**src/sv/liberty_token_lexer_core_macros.svh**
```systemverilog
// Assertion helpers used by the lexer output module.
`ifndef LIBERTY_TOKEN_LEXER_CORE_MACROS_SVH
`define LIBERTY_TOKEN_LEXER_CORE_MACROS_SVH

// same-cycle implication
`define LTL_ASSERT_IMP(label, clk, rst, ante, cons, msg) \
  label: assert property (@(posedge clk) disable iff (rst) (ante) |-> (cons)) \
    else $error(msg);

// next-cycle implication
`define LTL_ASSERT_NXT(label, clk, rst, ante, cons, msg) \
  label: assert property (@(posedge clk) disable iff (rst) (ante) |=> (cons)) \
    else $error(msg);

`endif

```
**src/sv/ltl_pkg.sv**
```systemverilog
package ltl_pkg;

  localparam int unsigned CharW = 8;
  localparam int unsigned KindW = 5;
  localparam int unsigned ErrW  = 3;

  // token kinds
  localparam logic [KindW-1:0] K_END   = 5'd0;
  localparam logic [KindW-1:0] K_NL    = 5'd1;
  localparam logic [KindW-1:0] K_COLON = 5'd2;
  localparam logic [KindW-1:0] K_SEMI  = 5'd3;
  localparam logic [KindW-1:0] K_COMMA = 5'd4;
  localparam logic [KindW-1:0] K_PLUS  = 5'd5;
  localparam logic [KindW-1:0] K_MINUS = 5'd6;
  localparam logic [KindW-1:0] K_MULT  = 5'd7;
  localparam logic [KindW-1:0] K_DIV   = 5'd8;
  localparam logic [KindW-1:0] K_LP    = 5'd9;
  localparam logic [KindW-1:0] K_RP    = 5'd10;
  localparam logic [KindW-1:0] K_LCB   = 5'd11;
  localparam logic [KindW-1:0] K_RCB   = 5'd12;
  localparam logic [KindW-1:0] K_INT   = 5'd13;
  localparam logic [KindW-1:0] K_FLOAT = 5'd14;
  localparam logic [KindW-1:0] K_SYM   = 5'd15;
  localparam logic [KindW-1:0] K_ERR   = 5'd16;

  // error codes
  localparam logic [ErrW-1:0] E_NONE      = 3'd0;
  localparam logic [ErrW-1:0] E_BAD_CHAR  = 3'd1;
  localparam logic [ErrW-1:0] E_NO_FRAC   = 3'd2;
  localparam logic [ErrW-1:0] E_NO_EXP    = 3'd3;
  localparam logic [ErrW-1:0] E_NL_STR    = 3'd4;
  localparam logic [ErrW-1:0] E_END_STR   = 3'd5;
  localparam logic [ErrW-1:0] E_END_CMT   = 3'd6;

  // characters
  localparam logic [CharW-1:0] CH_BSL   = 8'h5C;
  localparam logic [CharW-1:0] CH_NL    = 8'h0A;
  localparam logic [CharW-1:0] CH_TAB   = 8'h09;
  localparam logic [CharW-1:0] CH_SP    = 8'h20;
  localparam logic [CharW-1:0] CH_US    = 8'h5F;
  localparam logic [CharW-1:0] CH_E_LO  = 8'h65;
  localparam logic [CharW-1:0] CH_E_UP  = 8'h45;
  localparam logic [CharW-1:0] CH_DOT   = 8'h2E;
  localparam logic [CharW-1:0] CH_SLASH = 8'h2F;
  localparam logic [CharW-1:0] CH_STAR  = 8'h2A;
  localparam logic [CharW-1:0] CH_QUOTE = 8'h22;
  localparam logic [CharW-1:0] CH_COLON = 8'h3A;
  localparam logic [CharW-1:0] CH_SEMI  = 8'h3B;
  localparam logic [CharW-1:0] CH_COMMA = 8'h2C;
  localparam logic [CharW-1:0] CH_PLUS  = 8'h2B;
  localparam logic [CharW-1:0] CH_MINUS = 8'h2D;
  localparam logic [CharW-1:0] CH_LP    = 8'h28;
  localparam logic [CharW-1:0] CH_RP    = 8'h29;
  localparam logic [CharW-1:0] CH_LCB   = 8'h7B;
  localparam logic [CharW-1:0] CH_RCB   = 8'h7D;

  typedef struct packed {
    logic             has_char;
    logic [CharW-1:0] text_char;
    logic             token_done;
    logic [KindW-1:0] token_kind;
    logic [ErrW-1:0]  error_kind;
  } res_t;

  // results of one input byte: count 0..2, slot 0 first
  typedef struct packed {
    logic [1:0] cnt;
    res_t       r0;
    res_t       r1;
  } bundle_t;

  function automatic logic is_alpha(input logic [CharW-1:0] c);
    return (c >= 8'h61 && c <= 8'h7A) || (c >= 8'h41 && c <= 8'h5A);
  endfunction

  function automatic logic is_dig(input logic [CharW-1:0] c);
    return c >= 8'h30 && c <= 8'h39;
  endfunction

  function automatic res_t mk_char(input logic [CharW-1:0] c);
    res_t r;
    r = '0;
    r.has_char  = 1'b1;
    r.text_char = c;
    return r;
  endfunction

  function automatic res_t mk_tok(input logic [KindW-1:0] k);
    res_t r;
    r = '0;
    r.token_done = 1'b1;
    r.token_kind = k;
    return r;
  endfunction

  function automatic res_t mk_err(input logic [ErrW-1:0] e);
    res_t r;
    r = '0;
    r.token_done = 1'b1;
    r.token_kind = K_ERR;
    r.error_kind = e;
    return r;
  endfunction

endpackage

```
**src/sv/ltl_step.sv**
```systemverilog
module ltl_step import ltl_pkg::*; (
  input  logic             clk,
  input  logic             rst,
  input  logic             advance,
  input  logic [CharW-1:0] ch,
  input  logic             at_end,
  input  logic             digits_as_letters,
  output bundle_t          bundle
);

  localparam logic [3:0] ST_IDLE  = 4'd0;
  localparam logic [3:0] ST_BSL   = 4'd1;
  localparam logic [3:0] ST_SIGN  = 4'd2;
  localparam logic [3:0] ST_NUM1  = 4'd3;
  localparam logic [3:0] ST_DOT   = 4'd4;
  localparam logic [3:0] ST_NUM2  = 4'd5;
  localparam logic [3:0] ST_NUM3  = 4'd6;
  localparam logic [3:0] ST_NUM4  = 4'd7;
  localparam logic [3:0] ST_ID    = 4'd8;
  localparam logic [3:0] ST_DQ    = 4'd9;
  localparam logic [3:0] ST_DQESC = 4'd10;
  localparam logic [3:0] ST_CM1   = 4'd11;
  localparam logic [3:0] ST_CM2   = 4'd12;
  localparam logic [3:0] ST_CM3   = 4'd13;
  localparam logic [3:0] ST_CM4   = 4'd14;

  logic [3:0] lex_state, lex_state_next;
  logic       mode_latched, mode_latched_next;

  res_t       slot [2];
  logic [1:0] n;
  logic       redo;
  logic       dig;

  always_comb begin
    slot[0]           = '0;
    slot[1]           = '0;
    n                 = 2'd0;
    redo              = 1'b0;
    lex_state_next    = lex_state;
    mode_latched_next = mode_latched;
    dig               = !at_end && is_dig(ch);

    case (lex_state)
      ST_BSL: begin
        lex_state_next = ST_IDLE;
        redo = !(!at_end && ch == CH_NL);
      end
      ST_SIGN: begin
        if (dig) begin
          slot[0] = mk_char(CH_MINUS);
          slot[1] = mk_char(ch);
          n = 2'd2;
          lex_state_next = ST_NUM1;
        end else begin
          slot[0] = mk_tok(K_MINUS); n = 2'd1;
          lex_state_next = ST_IDLE; redo = 1'b1;
        end
      end
      ST_NUM1: begin
        if (dig) begin
          slot[0] = mk_char(ch); n = 2'd1;
        end else if (!at_end && ch == CH_DOT) begin
          slot[0] = mk_char(ch); n = 2'd1;
          lex_state_next = ST_DOT;
        end else begin
          slot[0] = mk_tok(K_INT); n = 2'd1;
          lex_state_next = ST_IDLE; redo = 1'b1;
        end
      end
      ST_DOT: begin
        if (dig) begin
          slot[0] = mk_char(ch); n = 2'd1;
          lex_state_next = ST_NUM2;
        end else begin
          slot[0] = mk_err(E_NO_FRAC); n = 2'd1;
          lex_state_next = ST_IDLE; redo = 1'b1;
        end
      end
      ST_NUM2: begin
        if (dig) begin
          slot[0] = mk_char(ch); n = 2'd1;
        end else if (!at_end && (ch == CH_E_LO || ch == CH_E_UP)) begin
          slot[0] = mk_char(ch); n = 2'd1;
          lex_state_next = ST_NUM3;
        end else begin
          slot[0] = mk_tok(K_FLOAT); n = 2'd1;
          lex_state_next = ST_IDLE; redo = 1'b1;
        end
      end
      ST_NUM3: begin
        if (dig || (!at_end && (ch == CH_PLUS || ch == CH_MINUS))) begin
          slot[0] = mk_char(ch); n = 2'd1;
          lex_state_next = ST_NUM4;
        end else begin
          slot[0] = mk_err(E_NO_EXP); n = 2'd1;
          lex_state_next = ST_IDLE; redo = 1'b1;
        end
      end
      ST_NUM4: begin
        if (dig) begin
          slot[0] = mk_char(ch); n = 2'd1;
        end else begin
          slot[0] = mk_tok(K_FLOAT); n = 2'd1;
          lex_state_next = ST_IDLE; redo = 1'b1;
        end
      end
      ST_ID: begin
        if (!at_end && (is_alpha(ch) || ch == CH_US || is_dig(ch) ||
                        (mode_latched && ch == CH_DOT))) begin
          slot[0] = mk_char(ch); n = 2'd1;
        end else begin
          slot[0] = mk_tok(K_SYM); n = 2'd1;
          lex_state_next = ST_IDLE; redo = 1'b1;
        end
      end
      ST_DQ: begin
        lex_state_next = ST_IDLE;
        if (at_end) begin
          slot[0] = mk_err(E_END_STR); n = 2'd1;
        end else if (ch == CH_QUOTE) begin
          slot[0] = mk_tok(K_SYM); n = 2'd1;
        end else if (ch == CH_NL) begin
          slot[0] = mk_err(E_NL_STR); n = 2'd1;
        end else if (ch == CH_BSL) begin
          lex_state_next = ST_DQESC;
        end else begin
          slot[0] = mk_char(ch); n = 2'd1;
          lex_state_next = ST_DQ;
        end
      end
      ST_DQESC: begin
        lex_state_next = ST_IDLE;
        if (at_end) begin
          slot[0] = mk_err(E_END_STR); n = 2'd1;
        end else if (ch == CH_NL) begin
          slot[0] = mk_char(ch); n = 2'd1;
          lex_state_next = ST_DQ;
        end else begin
          slot[0] = mk_char(CH_BSL);
          slot[1] = mk_char(ch);
          n = 2'd2;
          lex_state_next = ST_DQ;
        end
      end
      ST_CM1: begin
        if (!at_end && ch == CH_SLASH) begin
          lex_state_next = ST_CM2;
        end else if (!at_end && ch == CH_STAR) begin
          lex_state_next = ST_CM3;
        end else begin
          slot[0] = mk_tok(K_DIV); n = 2'd1;
          lex_state_next = ST_IDLE; redo = 1'b1;
        end
      end
      ST_CM2: begin
        if (at_end) begin
          slot[0] = mk_tok(K_END); n = 2'd1;
          lex_state_next = ST_IDLE;
        end else if (ch == CH_NL) begin
          lex_state_next = ST_IDLE;
        end
      end
      ST_CM3: begin
        if (at_end) begin
          slot[0] = mk_err(E_END_CMT); n = 2'd1;
          lex_state_next = ST_IDLE;
        end else if (ch == CH_STAR) begin
          lex_state_next = ST_CM4;
        end
      end
      ST_CM4: begin
        if (at_end) begin
          slot[0] = mk_err(E_END_CMT); n = 2'd1;
          lex_state_next = ST_IDLE;
        end else if (ch == CH_SLASH) begin
          lex_state_next = ST_IDLE;
        end else if (ch != CH_STAR) begin
          lex_state_next = ST_CM3;
        end
      end
      default: begin
        // idle and unused codes
        lex_state_next = ST_IDLE;
        redo = 1'b1;
      end
    endcase

    // token start: byte handled from idle, after any pending token ended
    if (redo) begin
      mode_latched_next = digits_as_letters;
      lex_state_next    = ST_IDLE;
      if (at_end) begin
        slot[n[0]] = mk_tok(K_END); n = n + 2'd1;
      end else if (is_alpha(ch) || ch == CH_US ||
                   (digits_as_letters && (is_dig(ch) || ch == CH_DOT))) begin
        slot[n[0]] = mk_char(ch); n = n + 2'd1;
        lex_state_next = ST_ID;
      end else if (is_dig(ch)) begin
        slot[n[0]] = mk_char(ch); n = n + 2'd1;
        lex_state_next = ST_NUM1;
      end else begin
        case (ch)
          CH_DOT: begin
            slot[n[0]] = mk_char(ch); n = n + 2'd1;
            lex_state_next = ST_DOT;
          end
          CH_SP, CH_TAB: ;
          CH_NL:    begin slot[n[0]] = mk_tok(K_NL);    n = n + 2'd1; end
          CH_QUOTE: lex_state_next = ST_DQ;
          CH_BSL:   lex_state_next = ST_BSL;
          CH_SLASH: lex_state_next = ST_CM1;
          CH_MINUS: lex_state_next = ST_SIGN;
          CH_COLON: begin slot[n[0]] = mk_tok(K_COLON); n = n + 2'd1; end
          CH_SEMI:  begin slot[n[0]] = mk_tok(K_SEMI);  n = n + 2'd1; end
          CH_COMMA: begin slot[n[0]] = mk_tok(K_COMMA); n = n + 2'd1; end
          CH_PLUS:  begin slot[n[0]] = mk_tok(K_PLUS);  n = n + 2'd1; end
          CH_STAR:  begin slot[n[0]] = mk_tok(K_MULT);  n = n + 2'd1; end
          CH_LP:    begin slot[n[0]] = mk_tok(K_LP);    n = n + 2'd1; end
          CH_RP:    begin slot[n[0]] = mk_tok(K_RP);    n = n + 2'd1; end
          CH_LCB:   begin slot[n[0]] = mk_tok(K_LCB);   n = n + 2'd1; end
          CH_RCB:   begin slot[n[0]] = mk_tok(K_RCB);   n = n + 2'd1; end
          default:  begin slot[n[0]] = mk_err(E_BAD_CHAR); n = n + 2'd1; end
        endcase
      end
    end

    bundle.cnt = n;
    bundle.r0  = slot[0];
    bundle.r1  = slot[1];
  end

  always_ff @(posedge clk) begin
    if (rst) begin
      lex_state    <= ST_IDLE;
      mode_latched <= 1'b0;
    end else if (advance) begin
      lex_state    <= lex_state_next;
      mode_latched <= mode_latched_next;
    end
  end

endmodule

```
**src/sv/ltl_out.sv**
```systemverilog
module ltl_out import ltl_pkg::*; (
  input  logic             clk,
  input  logic             rst,
  input  logic             load,
  input  bundle_t          bundle,
  output logic             free,
  output logic             m_tvalid,
  input  logic             m_tready,
  output logic [CharW-1:0] m_tdata,
  output logic             m_tlast,
  output logic [9:0]       m_tuser
);

  `include "liberty_token_lexer_core_macros.svh"

  logic    valid;
  logic    idx;
  logic    two;
  res_t    r0, r1;
  res_t    cur;
  logic    is_last;
  logic    take;

  assign cur      = idx ? r1 : r0;
  assign is_last  = !two || idx;
  assign take     = valid && m_tready;
  assign free     = !valid || (take && is_last);

  assign m_tvalid = valid;
  assign m_tdata  = cur.text_char;
  assign m_tlast  = is_last;
  assign m_tuser  = {cur.error_kind, cur.token_kind, cur.token_done, cur.has_char};

  always_ff @(posedge clk) begin
    if (rst) begin
      valid <= 1'b0;
      idx   <= 1'b0;
    end else if (load) begin
      valid <= 1'b1;
      idx   <= 1'b0;
    end else if (take) begin
      if (is_last) begin
        valid <= 1'b0;
      end else begin
        idx <= 1'b1;
      end
    end
  end

  always_ff @(posedge clk) begin
    if (load) begin
      two <= bundle.cnt == 2'd2;
      r0  <= bundle.r0;
      r1  <= bundle.r1;
    end
  end

  `LTL_ASSERT_IMP(a_load_free, clk, rst, load, free && bundle.cnt != 2'd0,
    "result register loaded while busy")
  `LTL_ASSERT_IMP(a_one_kind, clk, rst, valid, !(cur.has_char && cur.token_done),
    "result carries character and token end")
  `LTL_ASSERT_IMP(a_err_code, clk, rst, valid && cur.token_done,
    (cur.token_kind == K_ERR) == (cur.error_kind != E_NONE),
    "error code does not match token kind")
  `LTL_ASSERT_NXT(a_drain, clk, rst, take && is_last && !load, !valid,
    "result register not emptied after last transfer")

endmodule

```
**src/sv/liberty_token_lexer_core.sv**
```systemverilog
// Streaming lexer for cell-library text: one byte (or an end-of-input mark on
// s_tlast) per transfer, results one per transfer on the master side. A byte
// is taken every cycle as long as it yields at most one result and the output
// keeps up; a byte that yields two results (for example a minus sign followed
// by a digit, or an escape inside a string) holds up the next byte that yields
// a result until the second of its results is taken, because the result
// register hands out at most one result per cycle. An accepted byte passes
// through the input register, then the lexer state update and the result
// register. Bytes that yield no result (blanks, comments, opening quotes) pass
// at one per cycle. m_tlast marks the final result of a byte. digits_as_letters
// on s_tuser is sampled whenever a new token starts.
module liberty_token_lexer_core import ltl_pkg::*; (
  input  logic             clk,
  input  logic             rst,
  input  logic             s_tvalid,
  output logic             s_tready,
  input  logic [CharW-1:0] s_tdata,   // [7:0] ch
  input  logic             s_tlast,   // at_end
  input  logic             s_tuser,   // [0] digits_as_letters
  output logic             m_tvalid,
  input  logic             m_tready,
  output logic [CharW-1:0] m_tdata,   // [7:0] text_char
  output logic             m_tlast,   // last
  output logic [9:0]       m_tuser    // [0] has_char, [1] token_done,
                                      // [6:2] token_kind, [9:7] error_kind
);

  logic             in_valid;
  logic [CharW-1:0] in_ch;
  logic             in_end;
  logic             in_dal;
  bundle_t          bundle;
  logic             free;
  logic             advance;
  logic             load;

  assign advance  = in_valid && (bundle.cnt == 2'd0 || free);
  assign load     = advance && bundle.cnt != 2'd0;
  assign s_tready = !in_valid || advance;

  always_ff @(posedge clk) begin
    if (rst) begin
      in_valid <= 1'b0;
    end else if (s_tready) begin
      in_valid <= s_tvalid;
    end
  end

  always_ff @(posedge clk) begin
    if (s_tvalid && s_tready) begin
      in_ch  <= s_tdata;
      in_end <= s_tlast;
      in_dal <= s_tuser;
    end
  end

  ltl_step u_step (
    .clk               (clk),
    .rst               (rst),
    .advance           (advance),
    .ch                (in_ch),
    .at_end            (in_end),
    .digits_as_letters (in_dal),
    .bundle            (bundle)
  );

  ltl_out u_out (
    .clk      (clk),
    .rst      (rst),
    .load     (load),
    .bundle   (bundle),
    .free     (free),
    .m_tvalid (m_tvalid),
    .m_tready (m_tready),
    .m_tdata  (m_tdata),
    .m_tlast  (m_tlast),
    .m_tuser  (m_tuser)
  );

endmodule
```
**config.mk**
```make
export PLATFORM = sky130hd
export DESIGN_NAME = liberty_token_lexer_core
export DESIGN_NICKNAME = d
export VERILOG_FILES = /design/src/sv/ltl_pkg.sv /design/src/sv/ltl_step.sv /design/src/sv/ltl_out.sv /design/src/sv/liberty_token_lexer_core.sv
export VERILOG_INCLUDE_DIRS = /design/src /design/src/sv
export SDC_FILE = /design/constraint.sdc
export NUM_CORES = 1
export LEC_CHECK = 0
export ABC_AREA = 1
export BUFFER_PORTS_ARGS = -buffer_cell sky130_fd_sc_hd__buf_2
export CORE_MARGIN = 4
export CORE_UTILIZATION = 55
export DETAILED_ROUTE_END_ITERATION = 10
export PLACE_DENSITY = 0.75
export SLEW_MARGIN = 10
export SYNTH_ARGS = -nofsm -noshare
export SYNTH_HDL_FRONTEND = slang
export SYNTH_SLANG_ARGS = --single-unit
```
**constraint.sdc**
```tcl
create_clock -name clk -period 8.05 [get_ports clk]
set_clock_uncertainty 0.2 [all_clocks]
set_input_delay 0 -clock clk [delete_from_list [all_inputs] [get_ports clk]]
set_output_delay 0 -clock clk [all_outputs]
set_load 0.05 [all_outputs]
```
==> metrics.md <==
| Metric | Value |
|---|---|
| CP Data Required Time | roughly 7.6 ns |
| Clock power share | 26.1% |
| Non-Filler Instances | 654 |
| Routed WL per cell | 16.6 µm |
| Reg2reg setup slack | 3.91 ns |
| Core Area | 6420 µm² |
| Initial DRC count | approximately 450 |
| FP Rows | 29 |
| Arr. time, crit path | around 3.7 ns |
| Hold buffers post-CTS | 13 |
| Xor-xnor portion of the synthesized cell area | 0% |
| Leakage | 0.00198 µW |
| Post-Route Setup TNS | 0 ns |
| Residual DRC | 0 |
| Max Freq | 242 MHz |
| Cell count after synthesis | 536 |
| CTS root buf | clkbuf_8 |
| Max-cap violation count | 0 |
| Ys Warns | 0 |
| Type of the most critical hold path | primary input to register |
| Largest net degree at the start of global routing | 35 |
| Net Count, Synth | 550 |
| Width of the die | 89.6 µm |
| Dpl hpwl | 8.45 mm |
| Post-layout min period | 4.14 ns |
| Most frequent cells after synthesis | nand2_1, nor2_1, inv_1 |
| CP endpoint kind | register |
| Setup Fix Bufs, Post-CTS | 0 |
| Final setup violating endpoints | 0 |
| Synth Area in Adders | 0% |
| CTS max path bufs | 2 |
| GP Congestion | 1.04 |
| Setup CP Type | register to register |
| Chip height | 89.6 µm |
| CTS tree | done |
| Min Hold Slack | 0.0912 ns |
| Worst-Skew Late Latency | 0.31 ns |
| NetSw | 236 µW |
| Number of antenna violations at the first check in global routing | 0 |
| Pre-CTS setup slack | 3.97 ns |
| Cell Pwr Density | 169 nW/µm² |
| Clk pin slew, worst setup/hold paths | 0.10 ns |
| Top cells by area, synth | edfxtp_1, nand2_1, nor2_1 |
| Vias per cell | 5.84 |
| Syn_area_per_cell | just under 7 µm² |
| Top FF cell, synth | edfxtp_1 |
| IO Count | 35 |
| Flops & latches, synth | 52 |
| Worst vdd ir | 77.2 µV |
| Area share of and/or/nand/nor cells after synthesis | 40.6% |
| DRT Pass-1 Iters | 6 |
| Crit Path Max Fanout | 34 |
| Fin nets | 590 |
| CTS sink count | 52 |
| Seq/Total Area, Yosys | 40.5% |
| Count of final hold-check violations | 0 |
| CTS Buf Count | 5 |
| Combinational family with the most area after synthesis | simple AND/OR/NAND/NOR gates |
| Placed cells | 633 |
| Final WS setup | 3.91 ns |
| EDFF count, synth | 44 |
| Layout cells sized above 1 | 12.0% |
| Share of total power in combinational logic | 26.2% |
| Crit start category | register |
| RSZ-0062 raised after global routing | no |
| First-pass GRT wire length | 17.5 mm |
| Synth-to-layout area growth | 12.0% |
| Die area | 8020 µm² |
| Post-synth ARST share | 0% |
| Initial Util | 57.0% |
| H-tree levels | 2 |
| Area fraction in compound gates after synthesis | 9.61% |
| Max-slew headroom | 28.8% |
| Total congestion overflow | 0 |
| Share of the synthesized area in the top cell type | a little over a third |
| Vias in the first global route | 3521 |
| Port bufs | 34 |
| Final Power | 690 µW |
| Vias | 3820 |
| FILL cells | 587 |
| Net Sw Frac | 34.2% |
| Inserted Diodes | 0 |
| Final ANT Viol Nets | 0 |
| Pint | 455 µW |
| Tcrit/Tclk final | 51.4% |
| Worst slew pin tran | 1.06 ns |
| Drt total wl | 10.9 mm |
| Slew Limit Fails | 0 |
| Outcome | completed |
| Most frequent cell after synthesis | nand2_1 |
| Part of the power in registers | between 40% and 50% |
| GRT Total Usage | 28.6% |
| Post-synth cell types | 35 |
| Cell Area, Synth | approximately 3700 µm² |
| CTS resizes | 0 |
| Post-synthesis mux area share | 0% |
| Dominant cell type by area after synthesis | edfxtp_1 |
## logic make-up (layout without fill, tap and decap cells)
kind of cell,count (synthesis),in the layout
flip-flops,52,52
buffers and inverters,86,127
AND/OR/NAND/NOR,338,338
AO/OA/AOI/OAI,60,60
## worst paths after layout
kind / cells after the start / startpoint / to
worst min register to register: 4 / u_step.mode_latched / u_step.mode_latched
worst max register to register: 10 / in_end / u_out.r1[14]
worst max-delay path: 10 / in_end / u_out.r1[14]
worst min-delay path: 3 / s_tvalid / in_dal
## registers in the layout, indices dropped and copies added (netlist names)
| signal | flops |
|---|---|
| u_out.r0 | 18 |
| in_valid | 1 |
| u_step.lex_state | 4 |
| u_out.two | 1 |
| u_step.mode_latched | 1 |
| u_out.idx | 1 |
| in_dal | 1 |
| u_out.m_tvalid | 1 |
| in_ch | 8 |
| u_out.r1 | 15 |
| in_end | 1 |
## cell usage in the layout, fill, tap and decap left out, drive strengths merged, types with 6 or more instances in the layout
cell type	Yosys	layout
nand2	171	171
nor2	88	88
inv	70	69
nand3	49	49
edfxtp	44	44
buf	10	34
a21oi	23	23
o21ai	18	18
nand4	15	15
dlygate4sd3	0	13
nor3	11	11
dfxtp	8	8
a31oi	6	6
## routing by layer
metal	share of wire, %	GRT usage [%]	wire length (µm)
met3	10	5.16	1080
met4	2.8	8.93	303
met5	0	0	0
met1	43	40.8	4700
met2	44	43.9	4770
## through the flow
stage / cell area (µm²) / util, %
after global placement: 3860 / 60.0
after global routing: 4100 / 63.8
after CTS: 4100 / 63.8
final: 4100 / 63.8
after detailed placement: 3860 / 60.0
after floorplan: 3660 / -
## power by group through the flow
stage / sequential [µW] / combinational [µW] / clock (µW)
floorplan: 331 / 135 / 0
global placement: 335 / 171 / 0
detailed placement: 335 / 172 / 0
CTS: 329 / 177 / 183
global route: 332 / 200 / 191
finish: 330 / 181 / 180
## cell type report
cell class | count | area, µm² | share of cell area [%]
clock buffer | 5 | 68.8 | 1.68
clock inverter | 3 | 42.5 | 1.04
inverter | 72 | 270 | 6.60
multi-input combinational | 398 | 1840 | 44.9
sequential | 52 | 1480 | 36.2
tap | 77 | 96.3 | 2.35
timing repair buffer | 47 | 300 | 7.33
## critical path, cell delays in order, from the launching register on
cell and delay, ns:
edfxtp_1 0.60, inv_2 0.42, nand3_2 0.30, nor2_1 0.50, nor2_1 0.24, nand3_2 0.17
nand2_4 0.10, inv_2 0.08, nor2_1 0.04, nand2_1 0.07, clkinv_1 0.82
No activity file was read; power rests on OpenSTA's default activity.
